[src/assert_macros.svh]
`ifndef ASSERT_MACROS_SVH
`define ASSERT_MACROS_SVH

// Clocked assertion, off while reset is held.
`define ASSERT_CLK(label, prop, msg) \
    label: assert property (@(posedge i_clk) disable iff (!i_rst_n) (prop)) else $error(msg);

// Condition that must never be true at a clock edge.
`define ASSERT_NEVER(label, cond, msg) \
    `ASSERT_CLK(label, !(cond), msg)

`endif

[src/jsu_pkg.sv]
`timescale 1ns / 1ps
`default_nettype none

package jsu_pkg;

    // Command queue between decoder and emitter; depth must be a power of two.
    localparam int QUEUE_DEPTH = 4;
    localparam int QUEUE_AW    = $clog2(QUEUE_DEPTH);

    typedef enum logic [2:0] {
        ERR_NONE    = 3'd0,
        ERR_TRUNC_U = 3'd1,
        ERR_BAD_HEX = 3'd2,
        ERR_BAD_ESC = 3'd3,
        ERR_CTRL    = 3'd4
    } t_err;

    // Up to four UTF-8 bytes, first byte in bytes[0].
    typedef struct packed {
        logic [3:0][7:0] bytes;
        logic [2:0]      n_bytes;
    } t_utf8;

    // Everything one input byte produces: data bytes, then an optional status item.
    typedef struct packed {
        logic [3:0][7:0] bytes;
        logic [2:0]      n_bytes;
        logic            status;
        t_err            err;
    } t_cmd;

    function automatic t_utf8 utf8_encode(input logic [20:0] cp);
        t_utf8 u;
        u.bytes = '0;
        if (cp < 21'h80) begin
            u.bytes[0] = cp[7:0];
            u.n_bytes  = 3'd1;
        end else if (cp < 21'h800) begin
            u.bytes[0] = {3'b110, cp[10:6]};
            u.bytes[1] = {2'b10, cp[5:0]};
            u.n_bytes  = 3'd2;
        end else if (cp < 21'h10000) begin
            u.bytes[0] = {4'b1110, cp[15:12]};
            u.bytes[1] = {2'b10, cp[11:6]};
            u.bytes[2] = {2'b10, cp[5:0]};
            u.n_bytes  = 3'd3;
        end else begin
            u.bytes[0] = {5'b11110, cp[20:18]};
            u.bytes[1] = {2'b10, cp[17:12]};
            u.bytes[2] = {2'b10, cp[11:6]};
            u.bytes[3] = {2'b10, cp[5:0]};
            u.n_bytes  = 3'd4;
        end
        return u;
    endfunction

endpackage

`default_nettype wire

[src/json_string_unescape_decoder_unit.sv]
`timescale 1ns / 1ps
`default_nettype none

// JSON string body unescaper. Takes one escaped byte per transfer, with
// i_in_last on the final byte of a string, and gives the decoded bytes (UTF-8
// for \u escapes, surrogate pairs joined into 4-byte characters) followed by
// one status item per string carrying the error code. The decoder takes one
// input byte every cycle; the emitter gives one result item every cycle while a
// command waits and the output is not stalled. An input byte makes 0 to 5
// result items, usually 1. A 4-entry command queue between the two soaks up
// bursts such as a 4-byte \u escape; input stalls only when that queue is full.

`include "assert_macros.svh"

module json_string_unescape_decoder_unit import jsu_pkg::*; (
    input  wire logic       i_clk,
    input  wire logic       i_rst_n,
    input  wire logic       i_valid,
    output logic            o_ready,
    input  wire logic [7:0] i_in_byte,
    input  wire logic       i_in_last,
    output logic            o_valid,
    input  wire logic       i_ready,
    output logic [7:0]      o_out_byte,
    output logic            o_is_data,
    output logic [2:0]      o_error_code,
    output logic            o_out_last
);

    logic push, pop, q_full, q_valid;
    t_cmd push_cmd, head_cmd;

    jsu_front u_front (
        .i_clk     (i_clk),
        .i_rst_n   (i_rst_n),
        .i_valid   (i_valid),
        .i_in_byte (i_in_byte),
        .i_in_last (i_in_last),
        .i_q_full  (q_full),
        .o_ready   (o_ready),
        .o_push    (push),
        .o_cmd     (push_cmd)
    );

    jsu_queue u_queue (
        .i_clk   (i_clk),
        .i_rst_n (i_rst_n),
        .i_push  (push),
        .i_cmd   (push_cmd),
        .i_pop   (pop),
        .o_full  (q_full),
        .o_valid (q_valid),
        .o_cmd   (head_cmd)
    );

    jsu_back u_back (
        .i_clk        (i_clk),
        .i_rst_n      (i_rst_n),
        .i_q_valid    (q_valid),
        .i_cmd        (head_cmd),
        .o_pop        (pop),
        .i_ready      (i_ready),
        .o_valid      (o_valid),
        .o_out_byte   (o_out_byte),
        .o_is_data    (o_is_data),
        .o_error_code (o_error_code),
        .o_out_last   (o_out_last)
    );

    `ASSERT_NEVER(a_push_when_full, push && q_full, "command pushed into full queue")
    `ASSERT_NEVER(a_pop_when_empty, pop && !q_valid, "command popped from empty queue")
    `ASSERT_CLK(a_status_shape, o_valid |-> (o_is_data != o_out_last), "status/data mismatch")
    `ASSERT_CLK(a_data_no_err, (o_valid && o_is_data) |-> (o_error_code == ERR_NONE), "error on data")
    `ASSERT_CLK(a_push_has_items, push |-> (push_cmd.status || push_cmd.n_bytes != 3'd0), "empty command")

endmodule

`default_nettype wire

[src/jsu_front.sv]
`timescale 1ns / 1ps
`default_nettype none

module jsu_front import jsu_pkg::*; (
    input  wire logic       i_clk,
    input  wire logic       i_rst_n,
    input  wire logic       i_valid,
    input  wire logic [7:0] i_in_byte,
    input  wire logic       i_in_last,
    input  wire logic       i_q_full,
    output logic            o_ready,
    output logic            o_push,
    output t_cmd            o_cmd
);

    localparam logic [7:0] CH_BSLASH = 8'h5C;
    localparam logic [7:0] CH_U      = 8'h75;
    localparam logic [7:0] CTRL_MAX  = 8'h1F;
    localparam logic [15:0] HI_SURR_LO = 16'hD800;
    localparam logic [15:0] HI_SURR_HI = 16'hDBFF;
    localparam logic [20:0] SUPP_BASE  = 21'h10000;

    typedef enum logic [2:0] {
        M_NORMAL,
        M_ESC,
        M_HEX1,
        M_HEX2,
        M_HEX3,
        M_HEX4,
        M_DRAIN
    } t_mode;

    t_mode       r_mode, n_mode;
    logic [15:0] r_hex, n_hex;
    logic        r_bad, n_bad;
    logic [15:0] r_pend, n_pend;
    logic        r_pv, n_pv;
    t_err        r_err, n_err;

    logic        accept;
    logic [3:0]  nib;
    logic        nib_ok;
    logic [7:0]  esc_byte;
    logic        esc_ok;
    logic [15:0] hex_shift;
    logic        flush_b, flush_a;
    logic        main_raw, main_cp;
    logic [20:0] cp;
    logic        fail_v;
    t_err        fail_code;
    t_utf8       main_u, pu_old, pu_new;
    t_cmd        cmd;

    assign o_ready = !i_q_full;
    assign accept  = i_valid && o_ready;

    always_comb begin
        nib_ok = 1'b1;
        nib    = i_in_byte[3:0];
        if (i_in_byte >= 8'h30 && i_in_byte <= 8'h39) begin
            nib = i_in_byte[3:0];
        end else if ((i_in_byte >= 8'h61 && i_in_byte <= 8'h66) ||
                     (i_in_byte >= 8'h41 && i_in_byte <= 8'h46)) begin
            nib = i_in_byte[3:0] + 4'd9;
        end else begin
            nib_ok = 1'b0;
        end
    end

    always_comb begin
        esc_ok   = 1'b1;
        esc_byte = i_in_byte;
        case (i_in_byte)
            8'h22, 8'h27, 8'h5C, 8'h2F: esc_byte = i_in_byte;
            8'h6E: esc_byte = 8'h0A;
            8'h72: esc_byte = 8'h0D;
            8'h74: esc_byte = 8'h09;
            8'h62: esc_byte = 8'h08;
            8'h66: esc_byte = 8'h0C;
            default: esc_ok = 1'b0;
        endcase
    end

    assign hex_shift = {r_hex[11:0], nib_ok ? nib : 4'h0};
    assign pu_old    = utf8_encode({5'b0, r_pend});

    always_comb begin
        n_mode    = r_mode;
        n_hex     = r_hex;
        n_bad     = r_bad;
        n_pend    = r_pend;
        n_pv      = r_pv;
        n_err     = r_err;
        flush_b   = 1'b0;
        main_raw  = 1'b0;
        main_cp   = 1'b0;
        cp        = '0;
        fail_v    = 1'b0;
        fail_code = ERR_NONE;
        main_u    = '0;
        pu_new    = '0;
        flush_a   = 1'b0;
        cmd       = '0;

        case (r_mode)
            M_DRAIN: begin
            end
            M_ESC: begin
                if (i_in_byte == CH_U) begin
                    n_mode = M_HEX1;
                    n_hex  = '0;
                    n_bad  = 1'b0;
                    if (i_in_last) begin
                        fail_v    = 1'b1;
                        fail_code = ERR_TRUNC_U;
                    end
                end else if (!esc_ok) begin
                    fail_v    = 1'b1;
                    fail_code = ERR_BAD_ESC;
                end else begin
                    flush_b  = r_pv;
                    n_pv     = 1'b0;
                    main_raw = 1'b1;
                    n_mode   = M_NORMAL;
                end
            end
            M_HEX1, M_HEX2, M_HEX3, M_HEX4: begin
                // a held high surrogate goes out once the digits rule out a low one
                if (r_pv && r_mode == M_HEX1 && (!nib_ok || nib != 4'hD)) begin
                    flush_b = 1'b1;
                end
                if (r_pv && r_mode == M_HEX2 && (!nib_ok || nib < 4'hC)) begin
                    flush_b = 1'b1;
                end
                if (flush_b) begin
                    n_pv = 1'b0;
                end
                if (!nib_ok) begin
                    n_bad = 1'b1;
                end
                n_hex = hex_shift;
                if (r_mode != M_HEX4) begin
                    case (r_mode)
                        M_HEX1:  n_mode = M_HEX2;
                        M_HEX2:  n_mode = M_HEX3;
                        default: n_mode = M_HEX4;
                    endcase
                    if (i_in_last) begin
                        fail_v    = 1'b1;
                        fail_code = ERR_TRUNC_U;
                    end
                end else if (n_bad) begin
                    fail_v    = 1'b1;
                    fail_code = ERR_BAD_HEX;
                end else begin
                    if (r_pv) begin
                        cp      = {1'b0, r_pend[9:0], hex_shift[9:0]} + SUPP_BASE;
                        main_cp = 1'b1;
                        n_pv    = 1'b0;
                    end else if (hex_shift >= HI_SURR_LO && hex_shift <= HI_SURR_HI) begin
                        n_pend = hex_shift;
                        n_pv   = 1'b1;
                    end else begin
                        cp      = {5'b0, hex_shift};
                        main_cp = 1'b1;
                    end
                    n_mode = M_NORMAL;
                    n_hex  = '0;
                    n_bad  = 1'b0;
                end
            end
            default: begin
                if (i_in_byte == CH_BSLASH) begin
                    n_mode = M_ESC;
                    if (i_in_last) begin
                        fail_v    = 1'b1;
                        fail_code = ERR_BAD_ESC;
                    end
                end else if (i_in_byte <= CTRL_MAX) begin
                    fail_v    = 1'b1;
                    fail_code = ERR_CTRL;
                end else begin
                    flush_b  = r_pv;
                    n_pv     = 1'b0;
                    main_raw = 1'b1;
                end
            end
        endcase

        if (fail_v) begin
            n_err  = fail_code;
            n_pv   = 1'b0;
            n_pend = '0;
            n_mode = M_DRAIN;
        end

        if (main_raw) begin
            main_u.bytes[0] = (r_mode == M_ESC) ? esc_byte : i_in_byte;
            main_u.n_bytes  = 3'd1;
        end else if (main_cp) begin
            main_u = utf8_encode(cp);
        end

        flush_a = i_in_last && (n_mode != M_DRAIN) && n_pv;
        pu_new  = utf8_encode({5'b0, n_pend});

        if (flush_b) begin
            cmd.bytes[2:0] = pu_old.bytes[2:0];
            cmd.bytes[3]   = main_u.bytes[0];
            cmd.n_bytes    = 3'd3 + main_u.n_bytes;
        end else if (flush_a) begin
            cmd.bytes[2:0] = pu_new.bytes[2:0];
            cmd.n_bytes    = 3'd3;
        end else begin
            cmd.bytes   = main_u.bytes;
            cmd.n_bytes = main_u.n_bytes;
        end
        cmd.status = i_in_last;
        cmd.err    = (i_in_last && n_mode == M_DRAIN) ? n_err : ERR_NONE;

        // status item closes the string; all state goes back to reset values
        if (i_in_last) begin
            n_mode = M_NORMAL;
            n_hex  = '0;
            n_bad  = 1'b0;
            n_pend = '0;
            n_pv   = 1'b0;
            n_err  = ERR_NONE;
        end
    end

    assign o_push = accept && (cmd.status || cmd.n_bytes != 3'd0);
    assign o_cmd  = cmd;

    always_ff @(posedge i_clk) begin
        if (!i_rst_n) begin
            r_mode <= M_NORMAL;
            r_hex  <= '0;
            r_bad  <= 1'b0;
            r_pend <= '0;
            r_pv   <= 1'b0;
            r_err  <= ERR_NONE;
        end else if (accept) begin
            r_mode <= n_mode;
            r_hex  <= n_hex;
            r_bad  <= n_bad;
            r_pend <= n_pend;
            r_pv   <= n_pv;
            r_err  <= n_err;
        end
    end

endmodule

`default_nettype wire

[src/jsu_queue.sv]
`timescale 1ns / 1ps
`default_nettype none

module jsu_queue import jsu_pkg::*; (
    input  wire logic i_clk,
    input  wire logic i_rst_n,
    input  wire logic i_push,
    input  wire t_cmd i_cmd,
    input  wire logic i_pop,
    output logic      o_full,
    output logic      o_valid,
    output t_cmd      o_cmd
);

    t_cmd                r_mem [QUEUE_DEPTH];
    logic [QUEUE_AW-1:0] r_wp, r_rp;
    logic [QUEUE_AW:0]   r_cnt;

    assign o_full  = (r_cnt == (QUEUE_AW+1)'(QUEUE_DEPTH));
    assign o_valid = (r_cnt != '0);
    assign o_cmd   = r_mem[r_rp];

    always_ff @(posedge i_clk) begin
        if (i_push) begin
            r_mem[r_wp] <= i_cmd;
        end
    end

    always_ff @(posedge i_clk) begin
        if (!i_rst_n) begin
            r_wp  <= '0;
            r_rp  <= '0;
            r_cnt <= '0;
        end else begin
            if (i_push) begin
                r_wp <= r_wp + 1'b1;
            end
            if (i_pop) begin
                r_rp <= r_rp + 1'b1;
            end
            case ({i_push, i_pop})
                2'b10:   r_cnt <= r_cnt + 1'b1;
                2'b01:   r_cnt <= r_cnt - 1'b1;
                default: r_cnt <= r_cnt;
            endcase
        end
    end

endmodule

`default_nettype wire

[src/jsu_back.sv]
`timescale 1ns / 1ps
`default_nettype none

module jsu_back import jsu_pkg::*; (
    input  wire logic       i_clk,
    input  wire logic       i_rst_n,
    input  wire logic       i_q_valid,
    input  wire t_cmd       i_cmd,
    output logic            o_pop,
    input  wire logic       i_ready,
    output logic            o_valid,
    output logic [7:0]      o_out_byte,
    output logic            o_is_data,
    output logic [2:0]      o_error_code,
    output logic            o_out_last
);

    logic       r_ov;
    logic [2:0] r_idx;
    logic [7:0] r_byte;
    logic       r_is_data;
    t_err       r_err;
    logic       r_last;

    logic       load;
    logic       data_item;
    logic [2:0] n_items;
    logic       end_item;

    assign n_items   = i_cmd.n_bytes + {2'b0, i_cmd.status};
    assign data_item = (r_idx < i_cmd.n_bytes);
    assign end_item  = (r_idx + 3'd1 == n_items);
    assign load      = i_q_valid && (!r_ov || i_ready);
    assign o_pop     = load && end_item;

    always_ff @(posedge i_clk) begin
        if (!i_rst_n) begin
            r_ov  <= 1'b0;
            r_idx <= '0;
        end else if (load) begin
            r_ov  <= 1'b1;
            r_idx <= end_item ? 3'd0 : r_idx + 3'd1;
        end else if (i_ready) begin
            r_ov <= 1'b0;
        end
    end

    always_ff @(posedge i_clk) begin
        if (load) begin
            r_byte    <= data_item ? i_cmd.bytes[r_idx[1:0]] : 8'h00;
            r_is_data <= data_item;
            r_err     <= data_item ? ERR_NONE : i_cmd.err;
            r_last    <= !data_item;
        end
    end

    assign o_valid      = r_ov;
    assign o_out_byte   = r_byte;
    assign o_is_data    = r_is_data;
    assign o_error_code = r_err;
    assign o_out_last   = r_last;

endmodule

`default_nettype wire
[config.mk]
export PLATFORM = sky130hd
export DESIGN_NAME = json_string_unescape_decoder_unit
export DESIGN_NICKNAME = d
export VERILOG_FILES = /design/src/jsu_pkg.sv /design/src/json_string_unescape_decoder_unit.sv /design/src/jsu_front.sv /design/src/jsu_queue.sv /design/src/jsu_back.sv
export VERILOG_INCLUDE_DIRS = /design/src /design/src/src
export SDC_FILE = /design/constraint.sdc
export NUM_CORES = 1
export LEC_CHECK = 0
export ABC_AREA = 1
export BUFFER_PORTS_ARGS = -buffer_cell sky130_fd_sc_hd__clkbuf_2
export CORE_MARGIN = 2
export CORE_UTILIZATION = 45
export DETAILED_ROUTE_END_ITERATION = 8
export PLACE_DENSITY = 0.58
export SYNTH_ARGS = -nofsm -noshare
export SYNTH_HDL_FRONTEND = slang
export SYNTH_HIERARCHICAL = 1
export SYNTH_SLANG_ARGS = --single-unit
[constraint.sdc]
create_clock -name i_clk -period 5.4 [get_ports i_clk]
set_clock_uncertainty 0.1 [all_clocks]
set_input_delay 1.08 -clock i_clk [delete_from_list [all_inputs] [get_ports i_clk]]
set_output_delay 1.08 -clock i_clk [all_outputs]
set_load 0.02 [all_outputs]
Word level (Yosys, flattened, before mapping). Memories as Yosys holds them, arrays and structs flattened. A register that Yosys moved wholly into a read port is not among the register bits. Cells that the tools add are included.

Add/subtract/negate cells: 9. Magnitude comparators: 19. Equality and inequality tests: 25. Multiplexer cells: 124. Reduce and logical (&&, ||, !) cells: 33.

Operators with widths (number): two-way mux 16 bit (11); two-way mux 27 bit (5); two-way mux 21 bit (4); two-way mux 35 bit (2); == test 8 x 7 -> 1 bit, second input constant (7); two-way mux 12 bit (4); two-way mux 24 bit (2); two-way mux 8 bit (6); two-way mux 1 bit (47); two-way mux 3 bit (15); two-way mux 11 bit (4); case mux 8 bit (5 select lines) (1); two-way mux 17 bit (2); < comparator 16 x 12 -> 1 bit, second input constant (2); < comparator 16 x 8 -> 1 bit, second input constant (2); two-way mux 25 bit (1); == test 8 x 6 -> 1 bit, second input constant (3); case mux 12 bit (2 select lines) (1); adder 20 x 17 -> 21 bit, second input constant (1); < comparator 21 x 12 -> 1 bit, second input constant (1); < comparator 21 x 17 -> 1 bit, second input constant (1); < comparator 21 x 8 -> 1 bit, second input constant (1); two-way mux 19 bit (1); case mux 3 bit (3 select lines) (2); 40 further kinds (84).

Register bits after elaboration: 60. RAM bits: 156. Input port bits: 13. Output and inout bits: 15. Logic and storage cells: 226. Memories kept: 1.

Memory list: u_queue.r_mem (depth 4, bits a word 39, read ports 1, clocked after Yosys merged registers in 1, wr ports 1, line jsu_queue.sv:15) `t_cmd r_mem [QUEUE_DEPTH];`.

Depth between registers and ports, before layout. Gate-level depths: netlist (run 1).

Depth after elaboration: 30. Mapped depth: 30. Depth with buffers taken out: 28.

Modules after synthesis. Netlist (run 1), hierarchy kept.

By module, submodules not included: jsu_queue (instances 1, cells an instance 437, area each 6231.0 µm², seq. area each 4864.7 µm²); jsu_front (instances 1, cells an instance 670, area each 3876.2 µm², seq. area each 720.7 µm²); jsu_back (instances 1, cells an instance 134, area each 1101.1 µm², seq. area each 470.5 µm²).

Worst setup path before layout (run 1). No wires, ideal clock.

Kind: input-to-reg. Start: in i_in_byte[1]. End: mem u_queue/r_mem[0][0] in the netlist's numbering, enable pin. Library setup time: 0.394 ns. Arrival time: 4.391 ns. Required time: 4.906 ns. Setup slack: 0.516 ns. Cell stages on the path: 21. Buffers on the path: 2. Path through: inv_1 > ha_1 > nand3b_1 > nand3_4 > nand2_4 > nand3_4 > buf_12 > nor2_8 > o21ai_2 > nand3_2 > nor2_4 > buf_6 > a21oi_2 > inv_1 > ha_1 > or2_2 > nand4_1 > nor2_1 > nor2_1 > nand2_1 > inv_1.

Cells in the longest elaborated chain, start to end: 30. Elaborated cells on any way between the ends: 113. Classes of those cells: add/sub (3); order compare (13); eq/ne (12); mux (69); reduce/logical (16).

Ends and longest elaborated chain: start, declared (line json_string_unescape_decoder_unit.sv:20) `input wire logic [7:0] i_in_byte,`; greater-or-equal comparator 8 x 7 -> 1 bit (tied with other cells) (line jsu_front.sv:62) `end else if ((i_in_byte >= 8'h61 && i_in_byte <= 8'h66) ||`; logical AND 1 bit (on tied branches) (line jsu_front.sv:62, jsu_front.sv:63); logical OR 1 bit (line jsu_front.sv:62); two-way mux 4 bit / two-way mux 1 bit (equally long branches) (line jsu_front.sv:62); two-way mux 4 bit / two-way mux 1 bit (equally long branches) (line jsu_front.sv:60) `if (i_in_byte >= 8'h30 && i_in_byte <= 8'h39) begin`; two-way mux 4 bit (line jsu_front.sv:84) `assign hex_shift = {r_hex[11:0], nib_ok ? nib : 4'h0};`; greater-or-equal comparator 16 bit / <= comparator 16 bit (equally long branches) (line jsu_front.sv:160) `end else if (hex_shift >= HI_SURR_LO && hex_shift <= HI_SURR_HI) begin`; logical AND 1 bit (line jsu_front.sv:160); [... 15 more ...]; adder 2 x 3 -> 3 bit / two-way mux 27 bit (equally long branches) (line jsu_front.sv:210, jsu_front.sv:211); two-way mux 35 bit (*) (line jsu_front.sv:207) `if (flush_b) begin`; nonzero test 3 bit (*) (line jsu_front.sv:232) `assign o_push = accept && (cmd.status || cmd.n_bytes != 3'd0);`; logical OR 1 bit (*) (line jsu_front.sv:232); logical AND 1 bit (*) (line jsu_front.sv:232); via push (line json_string_unescape_decoder_unit.sv:30) `logic push, pop, q_full, q_valid;`; two-way mux 1 bit (*) (line jsu_queue.sv:24) `if (i_push) begin`; two-way mux 1 bit (implied by the code) (*) (line jsu_queue.sv:25) `r_mem[r_wp] <= i_cmd;`; end, declared (line jsu_queue.sv:15).

The timed path passes the listed nets; every way through them passes the cells marked *. The select of a mux whose other input is x is not followed.

Worst setup path in the final report (run 1).
Start: in i_in_byte[1]. End: reg u_queue.r_cnt[2].

Cells in the longest elaborated chain, start to end: 30. Elaborated cells on any way between the ends: 115. Classes of those cells: add/sub (3); order compare (13); eq/ne (14); mux (68); reduce/logical (17).

Ends and longest elaborated chain: greater-or-equal comparator 8 x 7 -> 1 bit (tied with other cells) (line jsu_front.sv:62); logical AND 1 bit (on tied branches) (line jsu_front.sv:62, jsu_front.sv:63); logical OR 1 bit (line jsu_front.sv:62); two-way mux 4 bit / two-way mux 1 bit (equally long branches) (line jsu_front.sv:62); two-way mux 4 bit / two-way mux 1 bit (equally long branches) (line jsu_front.sv:60); two-way mux 4 bit (line jsu_front.sv:84); greater-or-equal comparator 16 bit / <= comparator 16 bit (equally long branches) (line jsu_front.sv:160); logical AND 1 bit (line jsu_front.sv:160); [... 15 more ...]; adder 2 x 3 -> 3 bit / two-way mux 27 bit (equally long branches) (line jsu_front.sv:210, jsu_front.sv:211); two-way mux 35 bit (*) (line jsu_front.sv:207); nonzero test 3 bit (*) (line jsu_front.sv:232); logical OR 1 bit (*) (line jsu_front.sv:232); logical AND 1 bit (*) (line jsu_front.sv:232); via push (line json_string_unescape_decoder_unit.sv:30); == test 2 x 1 -> 1 bit / == test 2 bit (equally long branches) (line jsu_queue.sv:41) `case ({i_push, i_pop})`; case mux 3 bit (2 select lines) / nonzero test 2 bit (equally long branches); end signal, assigned (line jsu_queue.sv:42) `2'b10: r_cnt <= r_cnt + 1'b1;`; end signal, assigned (line jsu_queue.sv:43) `2'b01: r_cnt <= r_cnt - 1'b1;`; end signal, assigned (line jsu_queue.sv:44) `default: r_cnt <= r_cnt;`; end, declared (line jsu_queue.sv:17) `logic [QUEUE_AW:0] r_cnt;`.

Marked as above. A chain may end at the register's enable or synchronous reset.

==> impl_metrics.sql, run 1 <==
INSERT INTO impl_metrics (metric_group, metric, value, unit) VALUES
('power', 'p_leak', '4.63', 'nW'),
('sta', 'count_of_endpoints_failing_hold_in_the_final_timing_report', '0', ''),
('power', 'power-per-cell-area', '410', 'mW/mm²'),
('status', 'status', 'finished clean', ''),
('synthesis', 'yosys.area.top_type', 'sky130_fd_sc_hd__edfxtp_1', ''),
('grt', 'gr-total-overflow', '0', ''),
('routing', 'routedWlPerCell', '18.4', 'µm'),
('routing', 'totalWireLength', '29.4', 'mm'),
('final_layout', 'finish.net_count', '1288', ''),
('synthesis', 'synth_adder_area_share', '1.96', '%'),
('routing', 'drt_iter0_drc', '873', ''),
('worst_setup_path', 'startpoint', 'i_in_byte[1]', ''),
('power', 'p_int', '3.37', 'mW'),
('grt', 'grtUsageTotal', '22.6', '%'),
('grt', 'grt_antenna_before_repair', '0', ''),
('worst_hold_path', 'hold_class', 'reg2reg', ''),
('synthesis', 'most_numerous_cell_types_in_the_synthesized_netlist', 'sky130_fd_sc_hd__nand2_1 (229), sky130_fd_sc_hd__nor2_1 (180), sky130_fd_sc_hd__edfxtp_1 (169)', ''),
('sta', 'setup_viol_count_final', '0', ''),
('floorplanning', 'fp.dieW', '162', 'µm'),
('clock_network', 'root_cell_of_the_clock_tree', 'sky130_fd_sc_hd__clkbuf_16', ''),
('floorplanning', 'io_pins', '28', ''),
('power', 'ir_drop', '189', 'µV'),
('run', 'maxCapViolCount', '0', ''),
('worst_setup_path', 'worst-r2r-setup-slack', '1.30', 'ns'),
('synthesis', 'synth_xor_xnor_area_share', '0.234', '%'),
('place', 'finalWeightedCongestion', '0.919', ''),
('routing', 'drc_violations_left', '0', ''),
('sta', 'grt_setup_unrepaired', 'no', ''),
('place', 'post-place-ws', '0.153', 'ns'),
('sta', 'clock.fmax', '212', 'MHz'),
('synthesis', 'post-synth-top-area-fraction', '45.3', '%'),
('worst_setup_path', 'r2r_end', 'u_queue/r_cnt[2]', ''),
('floorplanning', 'core_area', '0.0244', 'mm²'),
('worst_setup_path', 'critPathMaxFanout', '6', ''),
('power', 'power_switching_share', '33.0', '%'),
('clock_network', 'cts_max_level', '1', ''),
('power', 'pwr-share-seq', '42.3', '%'),
('place', 'dpl.hpwl', '20.0', 'mm'),
('clock_network', 'path_clk_slew', '0.06', 'ns'),
('grt', 'grt_start_max_net_pins', '79', ''),
('floorplanning', 'dieHeight', '162', 'µm'),
('clock_network', 'cts-hold-fix-buffers', '0', ''),
('floorplanning', 'initial_utilization', '46.0', '%'),
('synthesis', 'synth-edff-count', '169', ''),
('clock_network', 'post_cts_resized', '0', ''),
('clock_network', 'tritoncts_num_sinks', '218', ''),
('clock_network', 'cts_made_buffers', '24', ''),
('floorplanning', 'area_of_the_die', '0.0262', 'mm²'),
('synthesis', 'synth_seq_cells', '218', ''),
('power', 'power.share.clock', '30.6', '%'),
('synthesis', 'ys_async_sr_fraction', '0', '%'),
('routing', 'ant_nets', '0', ''),
('sta', 'period_minus_slack', '4.71', 'ns'),
('synthesis', 'distinct_cells_synth', '55', ''),
('synthesis', 'netlist_area_before_placement', '0.0112', 'mm²'),
('sta', 'slew_viol_final', '0', ''),
('clock_network', 'postCtsSetupBuffers', '0', ''),
('synthesis', 'post_synth_inst_count', '1241', ''),
('clock_network', 'maximum_root_to_sink_buffer_count', '3', ''),
('worst_setup_path', 'r2r.worst_path.cells', '22', ''),
('synthesis', 'seq_area_frac_synth', '54.0', '%'),
('place', 'portBuffers', '27', ''),
('worst_setup_path', 'cp-start-kind', 'primary input', ''),
('floorplanning', 'placement_rows', '57', ''),
('synthesis', 'synth_simple_gate_area_share', '19.5', '%'),
('synthesis', 'synth-compound-area-share', '16.2', '%'),
('sta', 'finalSetupTns', '0', 'ns'),
('synthesis', 'yosys_warnings', '6', ''),
('power', 'combinationalPowerShare', '27.2', '%'),
('clock_network', 'worstSkewPairLatency', '0.52', 'ns'),
('final_layout', 'area_delta_synth_final', '9.49', '%');
-- cell type report --
class	count	area (µm²)
clock buffers	31	627
clock inverters	11	110
fillers	2312	12100
inverters	124	478
multi-input cells	842	4250
flip-flops and latches	218	6060
well taps	324	405
repair buffers	48	343
-- cells in the final DEF, fill, tap and decap left out, types with 16 or more instances in the layout --
cell                        count
sky130_fd_sc_hd__nand2_1      229
sky130_fd_sc_hd__nor2_1       180
sky130_fd_sc_hd__edfxtp_1     169
sky130_fd_sc_hd__o21ai_0      125
sky130_fd_sc_hd__inv_1        104
sky130_fd_sc_hd__a21oi_1       72
sky130_fd_sc_hd__dfxtp_1       48
sky130_fd_sc_hd__o22ai_1       43
sky130_fd_sc_hd__nand3_1       39
sky130_fd_sc_hd__clkbuf_2      27
sky130_fd_sc_hd__o21ai_1       27
sky130_fd_sc_hd__clkbuf_16     24
sky130_fd_sc_hd__o211ai_1      20
sky130_fd_sc_hd__buf_4         17
sky130_fd_sc_hd__ha_1          16
-- worst max-delay path, cell delays in order --
cell	delay, ns
sky130_fd_sc_hd__clkbuf_2	0.13
sky130_fd_sc_hd__inv_1	0.11
sky130_fd_sc_hd__ha_1	0.24
sky130_fd_sc_hd__nand3b_1	0.20
sky130_fd_sc_hd__nand3_4	0.12
sky130_fd_sc_hd__nand2_4	0.11
sky130_fd_sc_hd__nand3_4	0.14
sky130_fd_sc_hd__nor2_4	0.25
sky130_fd_sc_hd__inv_2	0.07
sky130_fd_sc_hd__o21ai_2	0.16
sky130_fd_sc_hd__inv_1	0.12
sky130_fd_sc_hd__a21oi_2	0.22
sky130_fd_sc_hd__inv_1	0.07
sky130_fd_sc_hd__ha_1	0.29
sky130_fd_sc_hd__or2_2	0.31
sky130_fd_sc_hd__nand4_1	0.12
sky130_fd_sc_hd__nor2_1	0.05
sky130_fd_sc_hd__nor2_1	0.13
sky130_fd_sc_hd__inv_1	0.11
sky130_fd_sc_hd__ha_1	0.26
sky130_fd_sc_hd__fa_1	0.41
sky130_fd_sc_hd__nand2_1	0.10
sky130_fd_sc_hd__nand2_1	0.05
sky130_fd_sc_hd__nor2_1	0.08
sky130_fd_sc_hd__nor2_1	0.04
sky130_fd_sc_hd__nor2_1	0.08
-- layer usage --
metal | GRT usage, % | wire, µm | vias to the layer above
met5 | 0 | 0 | -
met4 | 5.95 | 638 | 0
met3 | 3.50 | 1750 | 53
met2 | 36.5 | 13600 | 286
met1 | 31.9 | 13400 | 4125
li1 | - | - | 4286
-- power groups by stage --
stage	registers [mW]	clock network, mW	logic (mW)
6_report	2.13	1.54	1.37
5_1_grt	2.14	1.65	1.53
4_1_cts	2.13	1.58	1.38
3_5_place_dp	2.16	0	1.36
3_3_place_gp	2.16	0	1.35
2_1_floorplan	2.22	0	0.977
-- logic make-up after synthesis --
family | after synthesis
AND/OR/NAND/NOR | 504
AO/OA/AOI/OAI | 316
flip-flops | 218
buffers and inverters | 182
adder cells (fa/ha/maj) | 17
XOR/XNOR | 3
other | 1
-- state kept, by name, summed over array words and instances (netlist names), named ones only --
register / count
u_queue/r_cnt: 3
u_back/o_out_byte: 8
u_back/o_out_last: 1
u_front/r_pend: 16
u_queue/r_wp: 2
u_front/r_mode: 3
u_queue/r_mem: 156
u_front/r_bad: 1
u_back/o_valid: 1
u_queue/r_rp: 2
u_back/o_is_data: 1
u_back/r_idx: 3
u_front/r_pv: 1
u_back/o_error_code: 3
u_front/r_hex: 12
u_front/r_err: 3
-- how the worst min path moves through the flow --
stage | start | end | cells past startpoint
2_1_floorplan | u_queue/r_rp[1] | flip-flop | 1
3_3_place_gp | u_queue/r_rp[1] | u_queue/r_rp[1] | 1
3_5_place_dp | u_queue/r_rp[1] | flip-flop | 1
4_1_cts | u_queue/r_rp[1] | u_queue/r_rp[1] | 1
5_1_grt | u_queue/r_rp[1] | u_queue/r_rp[1] | 1
6_report | u_queue/r_rp[1] | u_queue/r_rp[1] | 1
-- metrics by stage --
stage / std cells / cell area, µm²
3_5_place_dp: 1556 / 11500
3_3_place_gp: 1556 / 11500
4_1_cts: 1598 / 12300
2_1_floorplan: 1242 / 11200
6_report: 1598 / 12300
5_1_grt: 1598 / 12300
Power figures use the tool's default switching activity.
==> run 2: changes to the inputs <==
--- a/config.mk
+++ b/config.mk
@@ -8,10 +8,10 @@
 export LEC_CHECK = 0
 export ABC_AREA = 1
 export BUFFER_PORTS_ARGS = -buffer_cell sky130_fd_sc_hd__clkbuf_2
-export CORE_MARGIN = 2
+export CORE_MARGIN = 5
 export CORE_UTILIZATION = 45
 export DETAILED_ROUTE_END_ITERATION = 8
-export PLACE_DENSITY = 0.58
+export PLACE_DENSITY = 0.6
 export SYNTH_ARGS = -nofsm -noshare
 export SYNTH_HDL_FRONTEND = slang
 export SYNTH_HIERARCHICAL = 1
==> constraint.sdc (replaced) <==
create_clock -name i_clk -period 4.12 [get_ports i_clk]
set_clock_uncertainty 0.1 [all_clocks]
set_input_delay 0.824 -clock i_clk [delete_from_list [all_inputs] [get_ports i_clk]]
set_output_delay 0.824 -clock i_clk [all_outputs]
set_load 0.02 [all_outputs]
==> run 2 against run 1 <==
Net effect:
- combinational power grew 40%
- critical endpoint unchanged
- critical path type unchanged
- sequential cell count is the same
- register-to-register slack lost 0.82 ns
- critical path depth shrank 1
- routed wire length grew 0.68%
- clock power grew 35%
- via count grew 2.2%
- sequential share of layout area shrank 2.6 points
- first-iteration DRC count shrank 11%
==> impl_metrics.sql, run 2 (same netlist as run 1, synthesis figures left out) <==
INSERT INTO impl_metrics (metric_group, metric, value, unit) VALUES
('worst_setup_path', 'worst_ep_required_time', '4.50', 'ns'),
('place', 'dpl.hpwl', '20.8', 'mm'),
('final_layout', 'final.fill_count', '2252', ''),
('sta', 'count_of_endpoints_failing_hold_in_the_final_timing_report', '0', ''),
('clock_network', 'clock_tree_from_tritoncts', 'done', ''),
('final_layout', 'area_taken_by_flip_flops_and_latches', '0.00606', 'mm²'),
('clock_network', 'cts_made_buffers', '25', ''),
('sta', 'worst-slew-pin-transition', '0.606', 'ns'),
('floorplanning', 'dieHeight', '168', 'µm'),
('worst_setup_path', 'critPathMaxFanout', '6', ''),
('clock_network', 'maximum_root_to_sink_buffer_count', '3', ''),
('clock_network', 'cts_max_level', '1', ''),
('routing', 'detail_route.first_pass.iterations', '5', ''),
('clock_network', 'root_cell_of_the_clock_tree', 'sky130_fd_sc_hd__clkbuf_16', ''),
('worst_setup_path', 'nature_of_the_critical_path_endpoint', 'flip-flop', ''),
('run', 'maxCapViolCount', '0', ''),
('place', 'finalWeightedCongestion', '0.944', ''),
('floorplanning', 'core_area', '0.0244', 'mm²'),
('place', 'post_dp_area', '0.0122', 'mm²'),
('worst_setup_path', 'crit_type', 'in2reg', ''),
('routing', 'drc_violations_left', '0', ''),
('final_layout', 'layout-drive-gt1-share', '17.4', '%'),
('final_layout', 'largest_reg_flops', '156', ''),
('place', 'post-place-ws', '-0.314', 'ns'),
('final_layout', 'largest_register', 'u_queue/r_mem', ''),
('sta', 'period_share', '93.9', '%'),
('floorplanning', 'placement_rows', '57', ''),
('grt', 'grt_antenna_before_repair', '0', ''),
('final_layout', 'multi_input_area', '0.00431', 'mm²'),
('sta', 'period_minus_slack', '3.87', 'ns'),
('floorplanning', 'area_of_the_die', '0.0282', 'mm²'),
('routing', 'via_per_inst', '5.35', ''),
('grt', 'gr-total-overflow', '0', ''),
('worst_hold_path', 'min_delay_path_depth', '1', ''),
('worst_setup_path', 'cp-start-kind', 'primary input', ''),
('worst_hold_path', 'hold_class', 'reg2reg', ''),
('routing', 'routedWlPerCell', '17.7', 'µm'),
('sta', 'grt_setup_unrepaired', 'no', ''),
('sta', 'setup_ws', '0.250', 'ns'),
('power', 'power-per-cell-area', '522', 'mW/mm²'),
('sta', 'slew_viol_final', '0', ''),
('final_layout', 'mostFrequentLayoutCell', 'sky130_fd_sc_hd__nand2_1', ''),
('status', 'status', 'finished clean', ''),
('final_layout', 'instances_no_fill', '1672', ''),
('final_layout', 'mostFrequentLayoutCells', 'sky130_fd_sc_hd__nand2_1 (229), sky130_fd_sc_hd__nor2_1 (179), sky130_fd_sc_hd__edfxtp_1 (169), sky130_fd_sc_hd__o21ai_0 (124), sky130_fd_sc_hd__inv_1 (101)', ''),
('clock_network', 'path_clk_slew', '0.06', 'ns'),
('sta', 'setup_viol_count_final', '0', ''),
('worst_setup_path', 'critPathArrivalTime', '4.25', 'ns'),
('routing', 'totalWireLength', '29.6', 'mm'),
('routing', 'num_vias', '8941', ''),
('power', 'ir_drop', '343', 'µV'),
('final_layout', 'fin_util', '53.2', '%'),
('clock_network', 'postCtsSetupBuffers', '0', ''),
('grt', 'grt_pass1_wl', '46.8', 'mm'),
('sta', 'clock.fmax', '258', 'MHz'),
('place', 'dp_cells', '1628', ''),
('final_layout', 'finish.net_count', '1361', ''),
('power', 'p_leak', '5.00', 'nW'),
('clock_network', 'post_cts_resized', '0', ''),
('worst_setup_path', 'r2r.worst_path.cells', '21', ''),
('grt', 'grt_start_max_net_pins', '49', ''),
('power', 'power', '6.77', 'mW'),
('grt', 'grt_pass1_vias', '8502', ''),
('sta', 'final.hold.worst_slack', '0.352', 'ns'),
('final_layout', 'final_design_area_no_fill', '0.0130', 'mm²'),
('final_layout', 'area_delta_synth_final', '15.7', '%'),
('floorplanning', 'fp.dieW', '168', 'µm'),
('floorplanning', 'io_pins', '28', ''),
('clock_network', 'worstSkewPairLatency', '0.54', 'ns'),
('final_layout', 'reg_top3', 'u_queue/r_mem: 156 flops, u_front/r_pend: 16 flops, u_front/r_hex: 12 flops', ''),
('grt', 'grtUsageTotal', '20.6', '%'),
('clock_network', 'cts-hold-fix-buffers', '0', ''),
('floorplanning', 'initial_utilization', '46.0', '%'),
('sta', 'finalSetupTns', '0', 'ns'),
('routing', 'drt_iter0_drc', '773', ''),
('clock_network', 'tritoncts_num_sinks', '218', ''),
('sta', 'slew_limit_headroom', '59.2', '%'),
('place', 'portBuffers', '27', ''),
('final_layout', 'diodes', '0', ''),
('routing', 'ant_nets', '0', '');
==> run 2: cell count changes in the layout (fill, tap and decap cells not counted), sizes merged <==
cell,before,now
clkinvlp,1,6
clkbuf,58,60
bufinv,2,1
inv,119,120
clkinv,13,8
buf,21,93
==> run 2: report_power, final <==
group | switching [mW] | internal (mW)
Combinational | 1.29 | 0.631
Clock | 0.883 | 1.20
Sequential | 0.0793 | 2.70
Total | 2.25 | 4.53
==> run 2: final timing paths <==
kind                          start          endpoint  slack [ns]
setup / recovery       i_in_byte[1]  u_queue/r_cnt[2]        0.25
hold / removal      u_queue/r_rp[1]   u_queue/r_rp[1]        0.35
setup reg to reg  u_front/r_mode[0]  u_queue/r_cnt[2]        0.48
hold reg to reg     u_queue/r_rp[1]   u_queue/r_rp[1]        0.35
==> run 2: worst max-delay path, cell delays in order <==
cell                       delay [ns]
sky130_fd_sc_hd__clkbuf_2        0.17
sky130_fd_sc_hd__inv_16          0.09
sky130_fd_sc_hd__ha_4            0.13
sky130_fd_sc_hd__nand3b_1        0.18
sky130_fd_sc_hd__nand3_4         0.10
sky130_fd_sc_hd__nand2_4         0.09
sky130_fd_sc_hd__nand3_4         0.12
sky130_fd_sc_hd__nor2_4          0.24
sky130_fd_sc_hd__inv_2           0.07
sky130_fd_sc_hd__o21ai_2         0.17
sky130_fd_sc_hd__a31oi_1         0.13
sky130_fd_sc_hd__a21oi_2         0.19
sky130_fd_sc_hd__ha_1            0.25
sky130_fd_sc_hd__or2_4           0.23
sky130_fd_sc_hd__nand4_1         0.07
sky130_fd_sc_hd__nor2_1          0.05
sky130_fd_sc_hd__nor2_2          0.13
sky130_fd_sc_hd__inv_2           0.07
sky130_fd_sc_hd__ha_4            0.16
sky130_fd_sc_hd__fa_2            0.36
sky130_fd_sc_hd__nand2_1         0.10
sky130_fd_sc_hd__nand2_1         0.06
sky130_fd_sc_hd__nor2_1          0.11
sky130_fd_sc_hd__nor2_1          0.06
sky130_fd_sc_hd__nor2_1          0.07
==> run 2: cell type report <==
cell class / instances / area share [%]
clock buffer: 33 / 5.13
clock inverter: 11 / 0.733
inverter: 124 / 3.93
multi-input combinational: 842 / 33.3
sequential: 218 / 46.7
tap: 324 / 3.13
timing repair buffer: 120 / 7.10
==> run 2: metal layers <==
| metal | wire (µm) | up-vias | global-route usage, % |
|---|---|---|---|
| met1 | 13600 | 4206 | 29.4 |
| met2 | 13500 | 264 | 33.0 |
| met3 | 1580 | 52 | 2.93 |
| met5 | 0 | - | 0 |
| li1 | - | 4419 | - |
| met4 | 929 | 0 | 6.21 |
==> run 3: changes to the inputs <==
--- a/config.mk
+++ b/config.mk
@@ -8,10 +8,12 @@
 export LEC_CHECK = 0
 export ABC_AREA = 1
 export BUFFER_PORTS_ARGS = -buffer_cell sky130_fd_sc_hd__clkbuf_2
+export CELL_PAD_IN_SITES_DETAIL_PLACEMENT = 1
+export CELL_PAD_IN_SITES_GLOBAL_PLACEMENT = 2
 export CORE_MARGIN = 5
-export CORE_UTILIZATION = 45
+export CORE_UTILIZATION = 36
 export DETAILED_ROUTE_END_ITERATION = 8
-export PLACE_DENSITY = 0.6
+export PLACE_DENSITY = 0.73
 export SYNTH_ARGS = -nofsm -noshare
 export SYNTH_HDL_FRONTEND = slang
 export SYNTH_HIERARCHICAL = 1
==> run 3 against run 2 <==
Net effect:
- first-iteration DRC count fell by 42%
- cell count rose by 5.9%
- combinational power rose by 3%
- sequential share of layout area fell by 1.2 points
==> impl_metrics.sql, run 3 (same netlist as run 1, synthesis figures left out) <==
INSERT INTO impl_metrics (metric_group, metric, value, unit) VALUES
('status', 'status', 'finished clean', ''),
('clock_network', 'cts_made_buffers', '25', ''),
('final_layout', 'finish.net_count', '1387', ''),
('floorplanning', 'initial_utilization', '36.5', '%'),
('final_layout', 'area_delta_synth_final', '18.6', '%'),
('routing', 'detail_route.wirelength.met1', '15.7', 'mm'),
('place', 'post_dp_area', '0.0124', 'mm²'),
('routing', 'wl_met3', '1.03', 'mm'),
('worst_setup_path', 'critPathMostFrequentCell', 'sky130_fd_sc_hd__nor2_1', ''),
('clock_network', 'path_clk_slew', '0.06', 'ns'),
('routing', 'met2_length', '16.7', 'mm'),
('clock_network', 'clock_tree_from_tritoncts', 'done', ''),
('sta', 'period_minus_slack', '3.93', 'ns'),
('floorplanning', 'placement_rows', '64', ''),
('routing', 'detail_route.first_pass.iterations', '5', ''),
('sta', 'period_share', '95.3', '%'),
('grt', 'grtUsageTotal', '19.2', '%'),
('final_layout', 'mostFrequentLayoutCells', 'sky130_fd_sc_hd__nand2_1 (228), sky130_fd_sc_hd__nor2_1 (179), sky130_fd_sc_hd__edfxtp_1 (169), sky130_fd_sc_hd__o21ai_0 (124), sky130_fd_sc_hd__buf_4 (112)', ''),
('grt', 'grt_pass1_wl', '53.8', 'mm'),
('clock_network', 'root_cell_of_the_clock_tree', 'sky130_fd_sc_hd__clkbuf_16', ''),
('clock_network', 'cts_max_level', '1', ''),
('power', 'power', '6.92', 'mW'),
('grt', 'grt_antenna_before_repair', '0', ''),
('routing', 'routedWlPerCell', '19.3', 'µm'),
('floorplanning', 'area_of_the_die', '0.0348', 'mm²'),
('worst_setup_path', 'crit_type', 'in2reg', ''),
('floorplanning', 'core_area', '0.0307', 'mm²'),
('final_layout', 'reg_top3', 'u_queue/r_mem: 156 flops, u_front/r_pend: 16 flops, u_front/r_hex: 12 flops', ''),
('power', 'power-per-cell-area', '520', 'mW/mm²'),
('final_layout', 'diodes', '0', ''),
('place', 'finalWeightedCongestion', '0.867', ''),
('clock_network', 'cts-hold-fix-buffers', '0', ''),
('worst_hold_path', 'hold_class', 'reg2reg', ''),
('worst_setup_path', 'critPathMaxFanout', '6', ''),
('final_layout', 'final.fill_count', '3588', ''),
('worst_setup_path', 'nature_of_the_critical_path_endpoint', 'flip-flop', ''),
('final_layout', 'layout-drive-gt1-share', '19.2', '%'),
('worst_setup_path', 'critPathArrivalTime', '4.31', 'ns'),
('worst_setup_path', 'worst_ep_required_time', '4.50', 'ns'),
('sta', 'count_of_endpoints_failing_hold_in_the_final_timing_report', '0', ''),
('sta', 'slew_limit_headroom', '59.3', '%'),
('worst_setup_path', 'cpLargestDelayFamily', 'simple AND/OR/NAND/NOR gates', ''),
('place', 'dpl.hpwl', '25.1', 'mm'),
('routing', 'top_signal_layer_used', 'met4', ''),
('worst_setup_path', 'cp-start-kind', 'primary input', ''),
('final_layout', 'largest_reg_flops', '156', ''),
('clock_network', 'tritoncts_num_sinks', '218', ''),
('clock_network', 'maximum_root_to_sink_buffer_count', '3', ''),
('sta', 'clock.fmax', '255', 'MHz'),
('grt', 'grt_pass1_vias', '9452', ''),
('sta', 'setup_viol_count_final', '0', ''),
('routing', 'drc_violations_left', '0', ''),
('grt', 'grt_start_max_net_pins', '43', ''),
('worst_setup_path', 'critical_path.n_buffers_inverters', '4', ''),
('routing', 'ant_nets', '0', ''),
('floorplanning', 'fp.dieW', '186', 'µm'),
('floorplanning', 'dieHeight', '186', 'µm'),
('grt', 'gr-total-overflow', '0', ''),
('final_layout', 'final_design_area_no_fill', '0.0133', 'mm²'),
('routing', 'drt_iter0_drc', '450', ''),
('power', 'p_leak', '5.13', 'nW'),
('floorplanning', 'io_pins', '28', ''),
('sta', 'slew_viol_final', '0', ''),
('final_layout', 'mostFrequentLayoutCell', 'sky130_fd_sc_hd__nand2_1', ''),
('worst_setup_path', 'critPathSlowestCell', 'sky130_fd_sc_hd__fa_2', ''),
('clock_network', 'worstSkewPairLatency', '0.54', 'ns'),
('routing', 'via_per_inst', '5.15', ''),
('sta', 'worst-slew-pin-transition', '0.604', 'ns'),
('power', 'ir_drop', '287', 'µV'),
('routing', 'totalWireLength', '34.2', 'mm'),
('final_layout', 'largest_register', 'u_queue/r_mem', ''),
('routing', 'num_vias', '9112', ''),
('run', 'maxCapViolCount', '0', ''),
('place', 'portBuffers', '27', ''),
('worst_setup_path', 'max_incr_delay_on_cp', '0.36', 'ns');
## run 3: cell count changes in the layout (fill, tap and decap cells not counted), sizes merged
cell	previous run	this run
clkinv	8	2
inv	120	122
clkbuf	60	65
buf	93	119
## run 3: final timing paths
path | from | endpoint | slack (ns) | cells past startpoint
min reg2reg | u_queue/r_rp[1] | u_queue/r_rp[1] | 0.35 | 1
max | i_in_byte[1] | u_queue/r_cnt[2] | 0.19 | 26
max reg2reg | u_front/r_mode[0] | u_queue/r_cnt[2] | 0.46 | 22
min | u_queue/r_rp[1] | u_queue/r_rp[1] | 0.35 | 1
## run 3: what timing repair did
item / CTS / global route
setup endpoints to repair: 0 / 2
gates resized for setup: 0 / 2
buffers inserted: 0 / 6
hold endpoints to repair: 0 / 0
## run 3: layout make-up
type / instances / area (µm²) / share of cell area, %
timing repair buffer: 146 / 1120 / 8.40
inverter: 124 / 509 / 3.83
multi-input combinational: 842 / 4310 / 32.5
sequential: 218 / 6060 / 45.6
clock buffer: 38 / 714 / 5.37
clock inverter: 7 / 86.3 / 0.649
tap: 396 / 495 / 3.73
## run 3: per-stage QoR
| step | hold slack [ns] | setup slack [ns] | util [%] | TNS, ns | std cells |
|---|---|---|---|---|---|
| 3_3_place_gp | 0.327 | -0.322 | 40.5 | -11.76 | 1720 |
| 2_1_floorplan | 0.312 | -0.0627 | - | -0.0898 | 1242 |
| 3_5_place_dp | 0.336 | -0.455 | 40.5 | -30.52 | 1720 |
| 5_1_grt | 0.362 | -0.00821 | 43.3 | -0.00821 | 1771 |
| 4_1_cts | 0.347 | 0.112 | 43.1 | 0 | 1765 |
| 6_report | 0.348 | 0.193 | 43.3 | 0 | 1771 |
## run 3: power breakdown
part	switching, mW	internal (mW)
clock network	0.875	1.27
logic	1.33	0.642
registers	0.102	2.70
## run 3: metal layers
| layer | vias up | GRT usage, % |
|---|---|---|
| met1 | 4466 | 25.9 |
| li1 | 4479 | - |
| met4 | 0 | 4.34 |
| met3 | 40 | 2.19 |
| met5 | - | 0 |
| met2 | 127 | 33.3 |
